<file path="src/sv/sorted_priority_queue_top_macros.svh">
// assertion macros for the sorted priority queue
// no dependencies; included by files that carry assertions
`ifndef SORTED_PRIORITY_QUEUE_TOP_MACROS_SVH
`define SORTED_PRIORITY_QUEUE_TOP_MACROS_SVH
`ifndef ASSERT_OFF
`define SPQ_ASSERT_IMPLY(label, clk, rst, cond, prop, msg) \
  label: assert property (@(posedge clk) disable iff (rst) (cond) |-> (prop)) else $error(msg);
`define SPQ_ASSERT_NEXT(label, clk, rst, cond, prop, msg) \
  label: assert property (@(posedge clk) disable iff (rst) (cond) |=> (prop)) else $error(msg);
`else
`define SPQ_ASSERT_IMPLY(label, clk, rst, cond, prop, msg)
`define SPQ_ASSERT_NEXT(label, clk, rst, cond, prop, msg)
`endif
`endif

</file>
<file path="src/sv/spq_pkg.sv">
// types and constants shared by the sorted priority queue
// no dependencies
`timescale 1ns / 1ps
package spq_pkg;

  localparam int PRIO_W = 8;
  localparam int PID_W  = 22;
  localparam int OCC_W  = 5;

  typedef enum logic {
    OP_INSERT = 1'b0,
    OP_REMOVE = 1'b1
  } op_t;

  typedef enum logic [1:0] {
    ST_DONE      = 2'd0,
    ST_FULL      = 2'd1,
    ST_NOT_FOUND = 2'd2
  } status_t;

  typedef struct packed {
    logic [PRIO_W-1:0] prio;
    logic [PID_W-1:0]  pid;
  } slot_t;

  typedef struct packed {
    op_t               op;
    logic [PRIO_W-1:0] prio;
    logic [PID_W-1:0]  pid;
  } cmd_t;

  typedef struct packed {
    logic stay;
    logic found;
  } link_t;

endpackage

</file>
<file path="src/sv/spq_cell.sv">
// one slot of the sorted chain: holds an entry, shifts right on insert, left on remove
// depends on spq_pkg
`timescale 1ns / 1ps
module spq_cell #(
  parameter int CW  = 5,
  parameter int IDX = 0
) (
  input  logic           clk,
  input  logic           apply_ins,
  input  logic           apply_rem,
  input  spq_pkg::cmd_t  cmd,
  input  logic [CW-1:0]  count,
  input  spq_pkg::slot_t left_slot,
  input  spq_pkg::link_t left_link,
  input  spq_pkg::slot_t right_slot,
  output spq_pkg::slot_t slot,
  output spq_pkg::link_t link
);
  import spq_pkg::*;

  logic occupied;
  logic match;

  assign occupied   = count > CW'(IDX);
  assign link.stay  = occupied && (slot.prio > cmd.prio);
  assign match      = occupied && (slot.pid == cmd.pid);
  assign link.found = left_link.found | match;

  always_ff @(posedge clk) begin
    if (apply_ins && !link.stay) begin
      if (left_link.stay) begin
        slot.prio <= cmd.prio;
        slot.pid  <= cmd.pid;
      end else begin
        slot <= left_slot;
      end
    end else if (apply_rem && link.found) begin
      slot <= right_slot;
    end
  end

endmodule

</file>
<file path="src/sv/sorted_priority_queue_top.sv">
// sorted priority queue: one command per cycle, result strobed on done in the cycle after accept
// throughput 1 command per cycle, busy only in reset
// all cells compare in parallel; remove match ripples through the row of cells
// synchronous active-high reset empties the queue; slot contents stay undefined until written
// the receiver cannot stall: each result shows for exactly one cycle
// depends on spq_pkg, spq_cell and sorted_priority_queue_top_macros.svh
`timescale 1ns / 1ps
`include "sorted_priority_queue_top_macros.svh"
module sorted_priority_queue_top #(
  parameter int DEPTH = 16
) (
  input  logic                      clk,
  input  logic                      rst,
  input  logic                      start,
  output logic                      busy,
  input  logic                      func,
  input  logic [spq_pkg::PRIO_W-1:0] priority_req,
  input  logic [spq_pkg::PID_W-1:0]  pid,
  output logic                      done,
  output logic [1:0]                status,
  output logic                      head_valid,
  output logic [spq_pkg::PRIO_W-1:0] head_priority,
  output logic [spq_pkg::PID_W-1:0]  head_pid,
  output logic [spq_pkg::OCC_W-1:0]  occupancy
);
  import spq_pkg::*;

  localparam int CW = $clog2(DEPTH + 1);

  cmd_t           cmd;
  logic           accept;
  logic           full;
  logic           apply_ins;
  logic           apply_rem;
  logic [CW-1:0]  count;
  logic [CW-1:0]  count_next;
  status_t        result_status;
  status_t        result_status_next;
  slot_t          slots [DEPTH];
  link_t          links [DEPTH];
  logic [CW+OCC_W-1:0] count_ext;

  assign busy    = rst;
  assign accept  = start && !busy;
  assign cmd.op  = op_t'(func);
  assign cmd.prio = priority_req;
  assign cmd.pid = pid;
  assign full    = count == CW'(DEPTH);

  assign apply_ins = accept && (cmd.op == OP_INSERT) && !full;
  assign apply_rem = accept && (cmd.op == OP_REMOVE) && links[DEPTH-1].found;

  genvar i;
  generate
    for (i = 0; i < DEPTH; i++) begin : g_cell
      slot_t left_slot;
      link_t left_link;
      slot_t right_slot;
      if (i == 0) begin : g_first
        assign left_slot = '0;
        assign left_link = '{stay: 1'b1, found: 1'b0};
      end else begin : g_mid
        assign left_slot = slots[i-1];
        assign left_link = links[i-1];
      end
      if (i == DEPTH - 1) begin : g_last
        assign right_slot = '0;
      end else begin : g_body
        assign right_slot = slots[i+1];
      end
      spq_cell #(
        .CW  (CW),
        .IDX (i)
      ) u_cell (
        .clk        (clk),
        .apply_ins  (apply_ins),
        .apply_rem  (apply_rem),
        .cmd        (cmd),
        .count      (count),
        .left_slot  (left_slot),
        .left_link  (left_link),
        .right_slot (right_slot),
        .slot       (slots[i]),
        .link       (links[i])
      );
    end
  endgenerate

  always_comb begin
    count_next         = count;
    result_status_next = ST_DONE;
    if (accept) begin
      case (cmd.op)
        OP_INSERT: begin
          if (full) begin
            result_status_next = ST_FULL;
          end else begin
            count_next = count + 1'b1;
          end
        end
        OP_REMOVE: begin
          if (links[DEPTH-1].found) begin
            count_next = count - 1'b1;
          end else begin
            result_status_next = ST_NOT_FOUND;
          end
        end
        default: result_status_next = ST_DONE;
      endcase
    end
  end

  always_ff @(posedge clk) begin
    if (rst) begin
      count <= '0;
      done  <= 1'b0;
    end else begin
      count <= count_next;
      done  <= accept;
    end
  end

  always_ff @(posedge clk) begin
    result_status <= result_status_next;
  end

  assign count_ext     = {{OCC_W{1'b0}}, count};
  assign status        = result_status;
  assign head_valid    = count != '0;
  assign head_priority = head_valid ? slots[0].prio : '0;
  assign head_pid      = head_valid ? slots[0].pid : '0;
  assign occupancy     = count_ext[OCC_W-1:0];

  `SPQ_ASSERT_IMPLY(a_count_bound, clk, rst, 1'b1, count <= CW'(DEPTH), "count above depth")
  `SPQ_ASSERT_NEXT(a_done_follows, clk, rst, accept, done, "done missing after accept")
  `SPQ_ASSERT_NEXT(a_insert_grows, clk, rst, apply_ins, count == $past(count) + 1'b1, "insert count")
  `SPQ_ASSERT_IMPLY(a_full_status, clk, rst, done && (result_status == ST_FULL), count == CW'(DEPTH), "full status with room")
  `SPQ_ASSERT_NEXT(a_miss_keeps, clk, rst, accept && (cmd.op == OP_REMOVE) && !links[DEPTH-1].found, $stable(count), "miss changed count")

endmodule
</file>
<file path="config.mk">
export PLATFORM = sky130hd
export DESIGN_NAME = sorted_priority_queue_top
export DESIGN_NICKNAME = d
export VERILOG_FILES = /design/src/sv/spq_pkg.sv /design/src/sv/spq_cell.sv /design/src/sv/sorted_priority_queue_top.sv
export VERILOG_INCLUDE_DIRS = /design/src /design/src/sv
export SDC_FILE = /design/constraint.sdc
export NUM_CORES = 2
export LEC_CHECK = 0
export BUFFER_PORTS_ARGS = -buffer_cell sky130_fd_sc_hd__buf_2
export CORE_MARGIN = 8
export CORE_UTILIZATION = 60
export DETAILED_ROUTE_END_ITERATION = 8
export PLACE_DENSITY = 0.77
export REMOVE_ABC_BUFFERS = 1
export SETUP_SLACK_MARGIN = 0.15
export SLEW_MARGIN = 20
export SYNTH_ARGS = -nofsm -noshare
export SYNTH_HDL_FRONTEND = slang
export SYNTH_SLANG_ARGS = --single-unit
</file>
<file path="constraint.sdc">
create_clock -name clk -period 11.6 [get_ports clk]
set_input_delay 1.16 -clock clk [delete_from_list [all_inputs] [get_ports clk]]
set_output_delay 1.16 -clock clk [all_outputs]
set_load 0.03 [all_outputs]
</file>
# [Yosys cells after proc, flatten, opt, wreduce, memory -nomap -nowiden]
# Index checks and enable logic that the tools add are counted.
[classes] mux=55 shift=0 mul=0 n_eq_ne=19 n_lt_le_gt_ge=32 n_bitwise=16 addsub=2 div=0 reduce_logical=105
[ops] op="$mux W30" n=47
[ops] op="$eq A22 B22 Y1" n=16
[ops] op="$gt A8 B8 Y1" n=16
[ops] op="$logic_and A1 B1 Y1" n=69
[ops] op="$gt A5 B4 Y1 const B" n=8
[ops] op="$reduce_bool A2 Y1" n=16
[ops] op="$mux W22" n=1
[ops] op="$gt A5 B3 Y1 const B" n=4
[ops] op="$logic_not A1 Y1" n=18
[ops] op="$or A1 B1 Y1" n=15
[ops] op="$gt A5 B1 Y1 const B" n=2
[ops] op="$gt A5 B2 Y1 const B" n=2
[ops] op="$mux W5" n=2
[ops] op="$pmux W5 S2" n=1
[ops] op="$mux W8" n=1
[ops] op="$add A5 B1 Y5 const B" n=1
[ops] op="$eq A5 B5 Y1 const B" n=1
[ops] op="$reduce_bool A5 Y1" n=1
[ops] op="$sub A5 B1 Y5 const B" n=1
[ops] op="$pmux W2 S2" n=1
[ops] op="$reduce_and A3 Y1" n=1
[ops] op="$mux W2" n=1
[ops] op="$ne A2 B1 Y1 const B" n=1
[ops] op="$ne A2 B2 Y1 const B" n=1
[ops] op="other kinds (2)" n=2
[word_totals] output_inout_bits=40 rom_bits=0 memories=0 ff_bits=488 input_bits=34 latchBits=0 ramBits=0 elab_cells=264

# [Longest topological paths before layout]
[logic_depth] depth_word=21 mapped_depth=12 ltp_nobuf=10

# [Modules after synthesis]
# From an unflattened synthesis, not the netlist that was laid out.
[hier_totals] cells_unflattened=2644 area_unflattened_um2=36367.4
[modules_own_cells] mod="spq_cell at g_cell[14].u_cell ..." instances=2 seq_area_each_um2=900.9 cells_each=160 area_each_um2=2240.9
[modules_own_cells] mod="spq_cell at g_cell[11].u_cell ..." instances=2 seq_area_each_um2=900.9 cells_each=160 area_each_um2=2238.4
[modules_own_cells] mod="spq_cell at g_cell[10].u_cell" instances=1 seq_area_each_um2=900.9 cells_each=163 area_each_um2=2250.9
[modules_own_cells] mod="spq_cell at g_cell[0].u_cell" instances=1 seq_area_each_um2=900.9 cells_each=160 area_each_um2=2249.7
[modules_own_cells] mod="spq_cell at g_cell[12].u_cell" instances=1 seq_area_each_um2=900.9 cells_each=160 area_each_um2=2244.7
[modules_own_cells] mod="spq_cell at g_cell[8].u_cell" instances=1 seq_area_each_um2=900.9 cells_each=161 area_each_um2=2244.7
[modules_own_cells] mod="spq_cell at g_cell[13].u_cell" instances=1 seq_area_each_um2=900.9 cells_each=160 area_each_um2=2243.4
[modules_own_cells] mod="spq_cell at g_cell[9].u_cell" instances=1 seq_area_each_um2=900.9 cells_each=160 area_each_um2=2242.2
[modules_own_cells] mod="spq_cell at g_cell[5].u_cell" instances=1 seq_area_each_um2=900.9 cells_each=160 area_each_um2=2239.6
[modules_own_cells] mod="spq_cell at g_cell[3].u_cell" instances=1 seq_area_each_um2=900.9 cells_each=160 area_each_um2=2237.1
[modules_own_cells] mod="spq_cell at g_cell[7].u_cell" instances=1 seq_area_each_um2=900.9 cells_each=159 area_each_um2=2234.6
[modules_own_cells] mod="spq_cell at g_cell[4].u_cell" instances=1 seq_area_each_um2=900.9 cells_each=161 area_each_um2=2233.4
[modules_own_cells] mod="spq_cell at g_cell[15].u_cell" instances=1 seq_area_each_um2=900.9 cells_each=159 area_each_um2=2230.9
[modules_own_cells] mod="spq_cell at g_cell[1].u_cell" instances=1 seq_area_each_um2=900.9 cells_each=160 area_each_um2=2105.8
[modules_own_cells] mod="sorted_priority_queue_top" instances=1 seq_area_each_um2=160.2 cells_each=81 area_each_um2=651.9

# [Worst setup path before layout]
# OpenSTA, ideal clock, no wires.
[synth_path] path_kind="input -> register" from="input port priority_req[1] (netlist name)" to="register g_cell[13].u_cell.slot[0] (netlist name) (enable)" path_slack_ps=5994 n_path_buf=2 required_time_ps=11141 arrival_ps=5147 cell_stages=10 cell_sequence="inv_1 -> ha_1 -> nor2b_1 -> o21a_1 -> o21ai_0 -> a21oi_1 -> o221a_2 -> buf_2 -> clkbuf_1 -> o21ai_0"
[synth_between] elab_chain_len=5
[synth_lines] item="start, declared" line_no="sorted_priority_queue_top.sv:17" source="input logic [spq_pkg::PRIO_W-1:0] priority_req,"
[synth_lines] item="$gt A8 B8 Y1" line_no="spq_cell.sv:25" source="assign link.stay = occupied && (slot.prio > cmd.prio);"
[synth_lines] item="$logic_and A1 B1 Y1" line_no="spq_cell.sv:25"
[synth_lines] item="$logic_not A1 Y1" line_no="spq_cell.sv:30" source="if (apply_ins && !link.stay) begin"
[synth_lines] item="$logic_and A1 B1 Y1" line_no="spq_cell.sv:30"
[synth_lines] item="$reduce_bool A2 Y1 (no line)"
[synth_lines] item="end signal, assigned" line_no="spq_cell.sv:35" source="slot <= left_slot;"
[synth_lines] item="end signal, assigned" line_no="spq_cell.sv:38" source="slot <= right_slot;"
[synth_lines] item="end, declared" line_no="spq_cell.sv:16" source="output spq_pkg::slot_t slot,"
# No other way between the ends.
# A chain may end at the register's enable or synchronous reset.

# [Worst setup path in the final report]
[layout_path] from="input port priority_req[3] (netlist name)" to="register g_cell[0].u_cell.slot[20] (netlist name) (enable)"
[layout_between] elab_chain_len=5
[layout_lines] item="$gt A8 B8 Y1" line_no="spq_cell.sv:25"
[layout_lines] item="$logic_and A1 B1 Y1" line_no="spq_cell.sv:25"
[layout_lines] item="$logic_not A1 Y1" line_no="spq_cell.sv:30"
[layout_lines] item="$logic_and A1 B1 Y1" line_no="spq_cell.sv:30"
[layout_lines] item="$reduce_bool A2 Y1 (no line)"
[layout_lines] item="end signal, assigned" line_no="spq_cell.sv:35"
[layout_lines] item="end signal, assigned" line_no="spq_cell.sv:38"
[layout_lines] item="end, declared" line_no="spq_cell.sv:16"
# No other way between the ends.

==> impl_metrics.env <==
export IMPL_syn2layout_area_growth_pct=6.65
export IMPL_fin_setup_tns_ns=0
export IMPL_max_freq_mhz=191
export IMPL_drt_wl_total_um=102000
export IMPL_p_int_mw=3.22
export IMPL_reg2reg_slack_ns=6.89
export IMPL_synth_cell_types=61
export IMPL_clkPwrFrac=0.353
export IMPL_synth_compound_area_frac=0.112
export IMPL_startpoint_type="input port"
export IMPL_grt_max_degree=62
export IMPL_synth_edf_count=480
export IMPL_rsz0062_at_grt="false"
export IMPL_place_congestion=1.03
export IMPL_drt_iter0_markers=3622
export IMPL_start_util=0.604
export IMPL_p_leak_nw=13.1
export IMPL_swShare=0.292
export IMPL_skew_ns=0.0297
export IMPL_netlist_area_leader_share=0.445
export IMPL_clkTransAtPathRegs_ns=0.06
export IMPL_cts_setup_buffers=0
export IMPL_status="complete, no violations"
export IMPL_syn_area_sq_um=32400
export IMPL_synthTopCellsByCount="480 x edfxtp_1, 423 x mux2i_1, 295 x o21ai_0"
export IMPL_ys_flop_type="edfxtp_1"
export IMPL_grt_pass1_wl_um=151000
export IMPL_worstMarginPinSlew_ns=1.18
export IMPL_setup_violations_final=0
export IMPL_worstReg2RegEnd="g_cell[0].u_cell.slot[20]"
export IMPL_async_flop_share=0
export IMPL_switchingPower_mw=1.33
export IMPL_seq_power_share=0.465
export IMPL_yosys_register_bits=488
export IMPL_yosysSeqAreaShare=0.450
export IMPL_cts_sinks=488
export IMPL_ant_nets=0
export IMPL_dp_slack_ns=5.47
export IMPL_grt_pass1_vias=24800
export IMPL_cts_tree="yes"
export IMPL_htreeDepth=2
export IMPL_synth_xor_area_frac=0.0955
export IMPL_row_count=85
export IMPL_cap_violations=0
export IMPL_die_x_um=248
export IMPL_wire_per_inst_um=26.9
export IMPL_layout_min_cycle_time_ns=5.23
export IMPL_synthCells=3131
export IMPL_cp_max_fo=32
export IMPL_crit_start="priority_req[3]"
export IMPL_post_route_drc_count=0
export IMPL_finalPower_mw=4.55
export IMPL_ctsLongestPathBuffers=3
export IMPL_synth_simple_gate_area_frac=0.106
export IMPL_die_area_sq_um=61700
export IMPL_crit_arrival_ns=5.50
export IMPL_powerDensity_nw_per_um2=132
export IMPL_cts_hold_buffers_added=0
export IMPL_cts_resized=0
export IMPL_peakVddDrop_uv=104
export IMPL_final_setup_worst_slack_ns=6.37
export IMPL_drv_slew=0
export IMPL_antenna_found_initial=4
export IMPL_final_layout_size_suffix_gt1_frac=0.0892
export IMPL_clkLatencyLatePin_ns=0.62
export IMPL_synthMuxAreaShare=0.141
export IMPL_hold_end="g_cell[14].u_cell.slot[17]"
export IMPL_grt_usage=0.322
export IMPL_synth_top_area_cell="edfxtp_1"
export IMPL_syn_area_per_cell_sq_um=10.3
export IMPL_min_from="g_cell[15].u_cell.slot[17]"
export IMPL_fill_cells=4179
export IMPL_synth_top_family_by_area="multiplexers"
export IMPL_portBuffers=73
export IMPL_holdPathStages=2
export IMPL_synthMostInstantiatedCell="edfxtp_1"
export IMPL_overflow=0
export IMPL_required_ns=11.87
export IMPL_multi_input_area_sq_um=16600
export IMPL_path_class="in2reg"
export IMPL_synth_fa_ha_area_frac=0.0518
export IMPL_ff_latch_area_sq_um=14600
export IMPL_nets=3210
export IMPL_slew_headroom=0.213
export IMPL_ios=74
export IMPL_yosys_top_cells_area="edfxtp_1 45%, mux2i_1 13%, xor2_1 6.2%"
export IMPL_comb_power_share=0.181
export IMPL_cts_buffers=51
export IMPL_reg2reg_depth=10
export IMPL_vias_per_cell=6.80
export IMPL_reg2reg_from="occupancy[1]"
export IMPL_hpwl_um=72000
export IMPL_root_buffer="clkbuf_16"
export IMPL_core_area_sq_um=53600
export IMPL_hold_violations=0
export IMPL_end_kind="flip-flop"
export IMPL_num_vias=25700
export IMPL_drt_pass1_iter_count=6
export IMPL_post_route_period_util=0.451
export IMPL_hold_class="reg2reg"
export IMPL_die_h_um=248
export IMPL_yosysWarnings=0
## worst max-delay path, cell delays in order
cell      delay, ns
buf_2          0.42
inv_1          0.55
ha_1           0.48
nand3_1        0.16
nor2_1         0.06
a211o_1        0.27
a21oi_1        0.14
o21ai_1        0.11
o311ai_4       0.10
buf_4          0.47
and2_1         0.56
buf_4          0.36
o21bai_2       0.27
buf_4          0.37
## flip-flops by register name, indices dropped and copies added (netlist names)
name	flops
occupancy	5
status	2
g_cell.u_cell.slot	480
done	1
## metrics by stage
stage / instances / util / area [sq um] / hold WS, ns
after floorplan: 2866 / - / 31100 / 0.522
after global placement: 3683 / 0.613 / 32900 / 0.571
after detailed placement: 3683 / 0.613 / 32900 / 0.562
after CTS: 3777 / 0.643 / 34500 / 0.593
after global routing: 3780 / 0.644 / 34500 / 0.611
final: 3780 / 0.644 / 34500 / 0.591
## worst max-delay path by stage
stage,endpoint,cells after the start
2_1_floorplan,g_cell[5].u_cell.slot[0],6
3_3_place_gp,g_cell[12].u_cell.slot[17],12
3_5_place_dp,g_cell[12].u_cell.slot[0],12
4_1_cts,g_cell[12].u_cell.slot[19],12
5_1_grt,g_cell[0].u_cell.slot[9],14
6_report,g_cell[0].u_cell.slot[20],14
## power groups by stage
stage	Combinational (mW)	Clock (mW)	Sequential (mW)
CTS	0.803	1.61	2.11
global placement	0.769	0	2.15
global route	0.884	1.67	2.12
floorplan	0.554	0	2.11
finish	0.825	1.61	2.12
detailed placement	0.799	0	2.15
## metal layers
metal,up-vias,GRT usage,wire length (um)
li1,11200,-,-
met4,2,0.151,5270
met5,-,0.00408,13
met1,12200,0.452,39500
met3,380,0.0938,15100
met2,1969,0.456,41900
## kinds of logic (layout without fill, tap and decap cells)
family                   Yosys count  in the layout
AND/OR/NAND/NOR                  731            731
AO/OA/AOI/OAI                    672            672
flip-flops                       488            488
multiplexers                     452            452
XOR/XNOR                         353            353
buffers and inverters            301            253
adder cells (fa/ha/maj)          134            134
other                              0              1
## layout by cell type (no fill, tap or decap), drive strengths merged, types with 22 or more instances in the layout
master,n
a21o,26
a21oi,284
and2,37
buf,123
clkbuf,69
clkinv,23
edfxtp,480
ha,134
inv,36
mux2,29
mux2i,423
nand2,240
nand3,25
nand4,64
nor2,240
nor4,65
o21a,22
o21ai,301
xnor2,123
xor2,230
## area by class of cell
class                           count  area share
Antenna cell                        1   0.0000724
Clock buffer                       69      0.0416
Clock inverter                     25     0.00471
Inverter                           36     0.00391
Multi-Input combinational cell   2342       0.480
Sequential cell                   488       0.422
Tap cell                          696      0.0252
Timing Repair Buffer              123      0.0222
No activity file was read; power rests on OpenSTA's default activity.
